==> config.mk <==
export PLATFORM = sky130hd
export DESIGN_NAME = sntps_ctrl
export DESIGN_NICKNAME = d
export VERILOG_FILES = /design/src/hdl/sntps_pkg.sv /design/src/hdl/sntps_ctrl.sv
export VERILOG_INCLUDE_DIRS = /design/src /design/src/hdl
export SDC_FILE = /design/constraint.sdc
export NUM_CORES = 1
export LEC_CHECK = 0
export ABC_AREA = 1
export ABC_CLOCK_PERIOD_IN_PS = 1600
export BUFFER_PORTS_ARGS = -buffer_cell sky130_fd_sc_hd__buf_2
export CAP_MARGIN = 20
export CORE_MARGIN = 2
export CORE_UTILIZATION = 25
export DETAILED_ROUTE_END_ITERATION = 10
export PLACE_DENSITY = 0.41
export SLEW_MARGIN = 20
export SYNTH_ARGS = -nofsm -noshare
export SYNTH_HDL_FRONTEND = slang
export SYNTH_SLANG_ARGS = --single-unit
==> constraint.sdc <==
create_clock -name clk -period 1.6 [get_ports clk]
set_clock_uncertainty 0.15 [all_clocks]
set_input_delay 0.32 -clock clk [delete_from_list [all_inputs] [get_ports clk]]
set_output_delay 0.32 -clock clk [all_outputs]
set_load 0.005 [all_outputs]
==> src/hdl/sorted_name_table_prefix_search_defines.svh <==
// Assertion macros for the sorted name table prefix search block.
// Included by the modules that carry assertions; no other dependencies.
`ifndef SORTED_NAME_TABLE_PREFIX_SEARCH_DEFINES_SVH
`define SORTED_NAME_TABLE_PREFIX_SEARCH_DEFINES_SVH
`ifndef SYNTH
`define SNTPS_ASSERT(lbl, clk, rst_n, prop, msg) \
	lbl: assert property (@(posedge clk) disable iff (!rst_n) prop) else $error(msg);
`define SNTPS_ASSERT_NORST(lbl, clk, prop, msg) \
	lbl: assert property (@(posedge clk) prop) else $error(msg);
`else
`define SNTPS_ASSERT(lbl, clk, rst_n, prop, msg)
`define SNTPS_ASSERT_NORST(lbl, clk, prop, msg)
`endif
`endif

==> src/hdl/sntps_pkg.sv <==
// Package: sizes, codes and controller/datapath interface types.
// Used by sntps_ctrl, sntps_dp and the top level.
package sntps_pkg;
	localparam int MAX_ENTRIES    = 4096;
	localparam int MAX_NAME_CHARS = 32;
	localparam int ENTRY_W = $clog2(MAX_ENTRIES);
	localparam int POS_W   = $clog2(MAX_NAME_CHARS);
	localparam int ADDR_W  = ENTRY_W + POS_W;
	localparam int COUNT_W = ENTRY_W + 1;
	localparam int LEN_W   = $clog2(MAX_NAME_CHARS + 2);
	localparam int CHAR_W  = 16;
	localparam logic [CHAR_W-1:0] SEMI_CHAR = 16'h003B;

	typedef enum logic [1:0] {
		CMD_LOAD_CHAR = 2'd0,
		CMD_LOAD_LEN  = 2'd1,
		CMD_START     = 2'd2,
		CMD_ADVANCE   = 2'd3
	} cmd_t;

	typedef enum logic [1:0] {
		CMP_BEFORE = 2'd0,
		CMP_PREFIX = 2'd1,
		CMP_AFTER  = 2'd2
	} cmp_t;

	typedef enum logic [4:0] {
		OP_NONE, OP_LOAD_CHAR, OP_LOAD_LEN, OP_START, OP_ADV_INIT,
		OP_RD_F, OP_RD_L, OP_RD_MID, OP_RD_FIRST,
		OP_FIRST_F, OP_FIRST_L, OP_F_MID, OP_L_MID, OP_UP_INIT,
		OP_LAST_L, OP_LAST_F, OP_FINISH
	} dp_op_t;

	typedef enum logic [3:0] {
		ST_IDLE, ST_LO_CHK, ST_LO_C1, ST_LO_LP, ST_LO_LC,
		ST_UP_INIT, ST_UP_CHK, ST_UP_C1, ST_UP_LP, ST_UP_LC,
		ST_FIN_RD, ST_FIN_C, ST_DONE
	} state_t;

	typedef struct packed {
		dp_op_t op;
	} dp_cmd_t;

	typedef struct packed {
		logic eq;       // f == l
		logic span_gt2; // l - f + 1 > 2
		cmp_t cmp;      // probe result on registered read data
		logic alive;
	} dp_stat_t;
endpackage

==> src/hdl/sntps_ctrl.sv <==
// Controller: sequences the two binary searches and the final probe.
// Depends on sntps_pkg and the assertion macro header.
`include "sorted_name_table_prefix_search_defines.svh"
module sntps_ctrl (
	input  logic                clk,
	input  logic                arst_n,
	input  logic                start,
	input  logic [1:0]          cmd,
	input  sntps_pkg::dp_stat_t stat,
	output sntps_pkg::dp_cmd_t  cmd_out,
	output logic                busy,
	output logic                done
);
	sntps_pkg::state_t state_q, state_nx;

	always_ff @(posedge clk or negedge arst_n) begin
		if (!arst_n) state_q <= sntps_pkg::ST_IDLE;
		else state_q <= state_nx;
	end

	always_comb begin
		state_nx = state_q;
		cmd_out.op = sntps_pkg::OP_NONE;
		unique case (state_q)
			sntps_pkg::ST_IDLE:
				if (start) begin
					state_nx = sntps_pkg::ST_DONE;
					unique case (sntps_pkg::cmd_t'(cmd))
						sntps_pkg::CMD_LOAD_CHAR: cmd_out.op = sntps_pkg::OP_LOAD_CHAR;
						sntps_pkg::CMD_LOAD_LEN:  cmd_out.op = sntps_pkg::OP_LOAD_LEN;
						sntps_pkg::CMD_START:     cmd_out.op = sntps_pkg::OP_START;
						default:
							if (stat.alive) begin
								cmd_out.op = sntps_pkg::OP_ADV_INIT;
								state_nx = sntps_pkg::ST_LO_CHK;
							end
					endcase
				end
			sntps_pkg::ST_LO_CHK:
				if (stat.eq) state_nx = sntps_pkg::ST_UP_INIT;
				else begin
					cmd_out.op = sntps_pkg::OP_RD_F;
					state_nx = sntps_pkg::ST_LO_C1;
				end
			sntps_pkg::ST_LO_C1: begin
				state_nx = sntps_pkg::ST_UP_INIT;
				if (stat.cmp == sntps_pkg::CMP_PREFIX) cmd_out.op = sntps_pkg::OP_FIRST_F;
				else if (stat.cmp == sntps_pkg::CMP_AFTER) cmd_out.op = sntps_pkg::OP_FIRST_L;
				else state_nx = sntps_pkg::ST_LO_LP;
			end
			sntps_pkg::ST_LO_LP:
				if (stat.span_gt2) begin
					cmd_out.op = sntps_pkg::OP_RD_MID;
					state_nx = sntps_pkg::ST_LO_LC;
				end else begin
					cmd_out.op = sntps_pkg::OP_FIRST_L;
					state_nx = sntps_pkg::ST_UP_INIT;
				end
			sntps_pkg::ST_LO_LC: begin
				cmd_out.op = (stat.cmp == sntps_pkg::CMP_BEFORE)
					? sntps_pkg::OP_F_MID : sntps_pkg::OP_L_MID;
				state_nx = sntps_pkg::ST_LO_LP;
			end
			sntps_pkg::ST_UP_INIT: begin
				cmd_out.op = sntps_pkg::OP_UP_INIT;
				state_nx = sntps_pkg::ST_UP_CHK;
			end
			sntps_pkg::ST_UP_CHK:
				if (stat.eq) state_nx = sntps_pkg::ST_FIN_RD;
				else begin
					cmd_out.op = sntps_pkg::OP_RD_L;
					state_nx = sntps_pkg::ST_UP_C1;
				end
			sntps_pkg::ST_UP_C1: begin
				state_nx = sntps_pkg::ST_FIN_RD;
				if (stat.cmp == sntps_pkg::CMP_PREFIX) cmd_out.op = sntps_pkg::OP_LAST_L;
				else if (stat.cmp == sntps_pkg::CMP_BEFORE) cmd_out.op = sntps_pkg::OP_LAST_F;
				else state_nx = sntps_pkg::ST_UP_LP;
			end
			sntps_pkg::ST_UP_LP:
				if (stat.span_gt2) begin
					cmd_out.op = sntps_pkg::OP_RD_MID;
					state_nx = sntps_pkg::ST_UP_LC;
				end else begin
					cmd_out.op = sntps_pkg::OP_LAST_F;
					state_nx = sntps_pkg::ST_FIN_RD;
				end
			sntps_pkg::ST_UP_LC: begin
				cmd_out.op = (stat.cmp == sntps_pkg::CMP_AFTER)
					? sntps_pkg::OP_L_MID : sntps_pkg::OP_F_MID;
				state_nx = sntps_pkg::ST_UP_LP;
			end
			sntps_pkg::ST_FIN_RD: begin
				cmd_out.op = sntps_pkg::OP_RD_FIRST;
				state_nx = sntps_pkg::ST_FIN_C;
			end
			sntps_pkg::ST_FIN_C: begin
				cmd_out.op = sntps_pkg::OP_FINISH;
				state_nx = sntps_pkg::ST_DONE;
			end
			sntps_pkg::ST_DONE: state_nx = sntps_pkg::ST_IDLE;
			default: state_nx = sntps_pkg::ST_IDLE;
		endcase
	end

	assign busy = (state_q != sntps_pkg::ST_IDLE);
	assign done = (state_q == sntps_pkg::ST_DONE);

	`SNTPS_ASSERT(a_done_single, clk, arst_n, done |=> !done, "result strobe held over two cycles")
	`SNTPS_ASSERT(a_done_busy, clk, arst_n, done |-> busy, "result strobe while idle")
	`SNTPS_ASSERT(a_accept_busy, clk, arst_n, (start && !busy) |=> busy, "transfer not followed by busy")
	`SNTPS_ASSERT(a_fin_done, clk, arst_n, (state_q == sntps_pkg::ST_FIN_C) |=> done, "final compare not followed by result")
endmodule

==> results of run 1 <==
==> repair_timing <==
item,in CTS,in global routing
endpoints found under the setup margin,9,9
pin swaps,14,10
hold buffers,1,0
endpoints found under the hold margin,4,0
buffers inserted,8,3
gates resized for setup,36,19
==> metrics by stage <==
step	util, %	cells	setup TNS, ns
after CTS	52.32	198	-1.923
after detailed placement	43.59	187	-0.9403
after global placement	43.59	187	-0.8527
after floorplan	-	108	0
after global routing	55.97	200	-2.618
final	55.97	200	-2.021
==> routing by layer <==
metal | vias up | wire length, um
li1 | 481 | -
met1 | 416 | 1008
met2 | 14 | 1197
met3 | 0 | 50
met4 | 0 | 0
met5 | - | 0
==> synthesized netlist by cell type <==
library cell and count:
o22ai_1 1, nand3_1 20, nand2_1 30, nor4_1 1
o21bai_1 1, o21ai_0 3, a21oi_1 1, nor3_1 1
or2_2 1, nor2_2 3, o31ai_1 1, inv_1 15
o21ai_1 1, nor2_1 19, nor2_4 2, dfrtp_1 4
ha_1 4
==> how the worst min path moves through the flow <==
stage                 from  cells after the start    endpoint  slack [ns]
floorplan           arst_n                      0  state_q[0]       -0.13
global placement    arst_n                      1  state_q[2]       -0.03
detailed placement  arst_n                      1  state_q[0]       -0.03
CTS                 arst_n                      2  state_q[2]        0.27
global route        arst_n                      2  state_q[2]        0.30
finish              arst_n                      2  state_q[2]        0.28
==> logic make-up after synthesis <==
logic type | count (synthesis) | share of synthesized area, %
and+or+nand+nor | 77 | 57.56
buffers and inverters | 15 | 9.453
AOI/OAI and AO/OA | 8 | 7.772
adders and majority gates | 4 | 8.404
DFF | 4 | 16.81
==> power groups by stage <==
stage	logic (mW)	registers [mW]	clock network (mW)
after detailed placement	1.37	0.214	0
final	1.81	0.251	0.123
after CTS	1.65	0.244	0.126
after global routing	1.99	0.260	0.129
after floorplan	0.624	0.217	0
after global placement	1.36	0.211	0
==> cell type report <==
cell class,count,area share [%]
Clock buffer,3,1.802
Multi-Input combinational cell,89,45.85
Inverter,15,4.705
Tap cell,28,2.803
Sequential cell,4,8.308
Timing Repair Buffer,61,36.54
==> results by group, run 1 <==
Run status
  • Status: complete, but fails checks
  • Violated checks: setup timing

Power and ir drop
  • Clock power frac: 5.7%
  • Sw Share: 45.62%
  • Net Sw Power: 0.9943 mW
  • Internal power: 1.185 mW
  • Leakage Power: 0.7021 nW
  • Pwr Total: 2.179 mW
  • Flop pwr share: 11.5%
  • Pwr dens: 1744 nW/um^2
  • Worst vdd ir: 0.0008611 V
  • Comb power frac: 82.8%

Floorplanning
  • Die width: 52.81 um
  • Die Y: 52.81 um
  • Num rows: 17
  • Initial Util: 26.67%
  • # IOs: 17
  • Core ar.: 2233 sq um
  • Die area: 2789 sq um

Min path
  • Path category of the worst min-delay check: in -> async

Yosys
  • Synth Register Bits: 4
  • Syn Nets: 122
  • Syn_area_per_cell: 5.515 sq um
  • Sequential area share after synthesis: 16.81%
  • Area contributors post-synth: nand2_1, dfrtp_1, nand3_1
  • Synth unique cells: 17
  • Gate Count Post-Synth: 108
  • Yosys top cell by area: nand2_1
  • Synthesized area: 595.6 sq um
  • Yosys warns: 0
  • Share of the synthesized area in the top cell type: 18.91%

Clocking
  • Clock Latency Late Sink: 0.23 ns
  • # clock sinks: 4
  • CTS tree: done
  • Max clock buf depth: 2
  • Worst-path clk slew: 0.04 ns
  • Clock buffer count from CTS: 3
  • CTS HTree Levels: 1
  • Root buffer cell: clkbuf_4

Global route
  • First-pass GRT wire length: 3870 um
  • Met2 Usage GRT: 35.21%
  • Met3 usage: 0%
  • Grt met1 use: 23.29%
  • Total track usage: 18.40%
  • Number of antenna violations at the first check in global routing: 0
  • GR Overflow Total: 0
  • Largest net degree at the start of global routing: 8
  • Number of global-route vias before repair: 902
  • Most crowded layer after global routing: met2

Drt
  • Drt first pass iters: 3
  • ANT nets after route: 0
  • Initial DRC count: 10
  • WL/cell: 11.28 um
  • Via count: 911
  • Via density: 4.555
  • DRT Wirelength: 2256 um
  • DRC viols: 0

Setup path
  • Buf+Inv Stages, Crit Path: 2
  • Most frequent cell on the critical path: nand2_1
  • Worst Setup SP: state_q[3]
  • Kind of critical path: reg -> out
  • Critical Path Fanout Max: 6
  • Critical path startpoint category: flip-flop
  • CP top delay family: simple AND/OR/NAND/NOR gates
  • FF-to-FF End: state_q[2]
  • Crit. End Element: output pin
  • RR Startpoint: state_q[2]
  • CP Depth: 7
  • Reg-to-reg slack, setup: -0.25 ns
  • Largest stage delay, worst path: 0.43 ns
  • Critical path endpoint: cmd_out[2]
  • Worst R2R Path Depth: 11
  • Slowest-stage cell, CP: dfrtp_2
  • CP Cell Sequence: nor2_4 -> buf_6 -> nand3_2 -> nand2_1 -> nor3_2 -> nand2_1 -> buf_2
  • CP arrival: 1.45 ns
  • WP data required: 1.13 ns

Finish
  • Register area: 103.9 sq um
  • Area of the multi-input gates: 573.1 sq um
  • Layout cells sized above 1: 61.63%
  • Area grow syn2layout: 109.9%
  • # fillers: 240
  • Most frequent cells in the layout: buf_4, nand2_1, buf_2
  • Max reg flops: 4
  • Largest Register: state_q
  • # diodes: 0
  • Total Nets Final: 188
  • Commonest non-fill, non-tap cell in the layout: buf_4
  • Design area: 1250 sq um
  • Top Registers: state_q: 4 flops

Placed design
  • Hpwl dp: 1785 um
  • Placement Setup Slack: -0.2581 ns
  • I/O Buffers: 16
  • Placed cell area: 973.4 sq um
  • GPL Wtd Cong: 0.8369

Timing
  • Setup-failing EPs final: 8
  • Final Cycle Share: 119.8%
  • Worst hold slack: 0.2750 ns
  • Clock period minus worst slack: 1.917 ns
  • Slew Viols, Final: 0
  • Worst slew margin: 82.65%
  • Hold Vio Cnt, Final: 0
  • Worst slew pin tran: 0.2597 ns
  • Min setup slack post-route: -0.3166 ns
  • Fmax: 521.8 MHz
  • RSZ-0062 raised after global routing: yes

Flow run
  • Maxcap violations: 0
(Power assumes the default switching activity.)
==> run 2, diff against run 1 <==
Settings changed: CORE_MARGIN 2 to 4, CTS_BUF_LIST set to sky130_fd_sc_hd__clkbuf_8.
==> results by group, run 2 (synthesis gave the netlist of run 1 again) <==
Setup path
  • Critical path startpoint category: flip-flop
  • Kind of critical path: reg -> out
  • Reg-to-reg slack, setup: -0.02 ns
  • RR Startpoint: state_q[3]
  • Critical Path Fanout Max: 5
  • Crit. End Element: output pin
  • WP data required: 1.13 ns
  • CP arrival: 1.42 ns
  • Worst Setup SP: state_q[1]

Floorplanning
  • Core ar.: 2233 sq um
  • # IOs: 17
  • Initial Util: 26.67%
  • Die Y: 56.81 um
  • Die area: 3227 sq um
  • Num rows: 17
  • Die width: 56.81 um

Finish
  • Largest Register: state_q
  • Max reg flops: 4
  • # diodes: 0
  • Area grow syn2layout: 103.4%
  • Layout cells sized above 1: 56.55%
  • Total Nets Final: 184
  • Top Registers: state_q: 4 flops
  • Most frequent cells in the layout: buf_4, nand2_1, buf_2
  • Commonest non-fill, non-tap cell in the layout: buf_4
  • Design area: 1211 sq um
  • # fillers: 231

Drt
  • WL/cell: 11.77 um
  • Drt first pass iters: 4
  • Via count: 890
  • Via density: 4.541
  • DRC viols: 0
  • Initial DRC count: 4
  • ANT nets after route: 0
  • DRT Wirelength: 2307 um

Placed design
  • GPL Wtd Cong: 0.7782
  • I/O Buffers: 16
  • Hpwl dp: 1848 um
  • Placed cell area: 980.9 sq um

Power and ir drop
  • Pwr dens: 1791 nW/um^2
  • Leakage Power: 0.6888 nW
  • Worst vdd ir: 0.0009706 V
  • Pwr Total: 2.169 mW

Run status
  • Violated checks: setup timing
  • Status: complete, but fails checks

Clocking
  • Max clock buf depth: 2
  • Worst-path clk slew: 0.03 ns
  • CTS tree: done
  • Root buffer cell: clkbuf_8
  • CTS HTree Levels: 1
  • Clock buffer count from CTS: 3
  • Clock Latency Late Sink: 0.21 ns
  • # clock sinks: 4

Timing
  • Final Cycle Share: 118.3%
  • Hold Vio Cnt, Final: 0
  • Setup-failing EPs final: 8
  • Worst slew margin: 82.58%
  • Worst slew pin tran: 0.2606 ns
  • Slew Viols, Final: 0
  • TNS Setup: -1.533 ns
  • Min setup slack post-route: -0.2926 ns
  • RSZ-0062 raised after global routing: yes
  • Clock period minus worst slack: 1.893 ns
  • Fmax: 528.4 MHz

Min path
  • Path category of the worst min-delay check: in -> async

Global route
  • First-pass GRT wire length: 3629 um
  • GR Overflow Total: 0
  • Number of antenna violations at the first check in global routing: 0
  • Total track usage: 13.96%
  • Number of global-route vias before repair: 858
  • Largest net degree at the start of global routing: 8

Flow run
  • Maxcap violations: 0
run 2: changes by cell type in the layout (fill, tap and decap cells not counted), sizes merged:
| cell | change |
|---|---|
| buf | -4 |
run 2: what timing repair did:
action | in CTS | in global routing
resized for setup | 19 | 29
setup buffers | 1 | 3
setup endpoints to repair | 8 | 9
pin swaps | 4 | 14
hold endpoints to repair | 4 | 0
gates cloned | 0 | 0
hold buffers | 1 | 0
run 2: metrics by stage:
step | hold WS, ns | cells | util (%) | setup slack, ns
4_1_cts | 0.2911 | 193 | 48.74 | -0.3181
6_report | 0.3142 | 196 | 54.23 | -0.2926
5_1_grt | 0.3410 | 196 | 54.23 | -0.3702
2_1_floorplan | -0.1256 | 108 | - | 0.009874
3_3_place_gp | -0.02492 | 188 | 43.92 | -0.2277
3_5_place_dp | -0.02090 | 188 | 43.92 | -0.2850
run 2: final timing paths:
path | depth (start not counted) | endpoint
max in group asynchronous | 2 | state_q[2]
setup reg to reg | 8 | state_q[0]
min in group clk | 5 | state_q[3]
hold reg to reg | 6 | state_q[1]
hold / removal | 2 | state_q[3]
setup / recovery | 7 | cmd_out[0]
run 2: critical path, cell delays in order, from the launching register on:
cell and delay (ns):
dfrtp_2 0.47, nor2_2 0.14, buf_6 0.14, nand2_4 0.05
o21ai_2 0.17, nor2_1 0.07, nand2_1 0.05, buf_2 0.10
run 2: where the power goes:
part / total (mW) / internal (mW) / switching [mW]
clock: 0.210 / 0.160 / 0.0495
combinational: 1.69 / 0.868 / 0.823
sequential: 0.268 / 0.163 / 0.105
total: 2.17 / 1.19 / 0.977
run 2: area by class of cell:
| type | count | area (sq um) | area share [%] |
|---|---|---|---|
| Multi-Input combinational cell | 89 | 546.8 | 45.14 |
| Timing Repair Buffer | 57 | 424.2 | 35.02 |
| Sequential cell | 4 | 105.1 | 8.678 |
| Inverter | 15 | 58.81 | 4.855 |
| Clock buffer | 3 | 41.29 | 3.409 |
| Tap cell | 28 | 35.03 | 2.893 |
run 2: layer usage:
| metal | GRT usage (%) | part of all wire (%) | vias up |
|---|---|---|---|
| li1 | - | - | 470 |
| met1 | 18.23 | 46 | 405 |
| met2 | 24.42 | 51 | 15 |
| met3 | 2.299 | 2.5 | 0 |
| met4 | 1.987 | 0 | 0 |
| met5 | 0 | 0 | - |
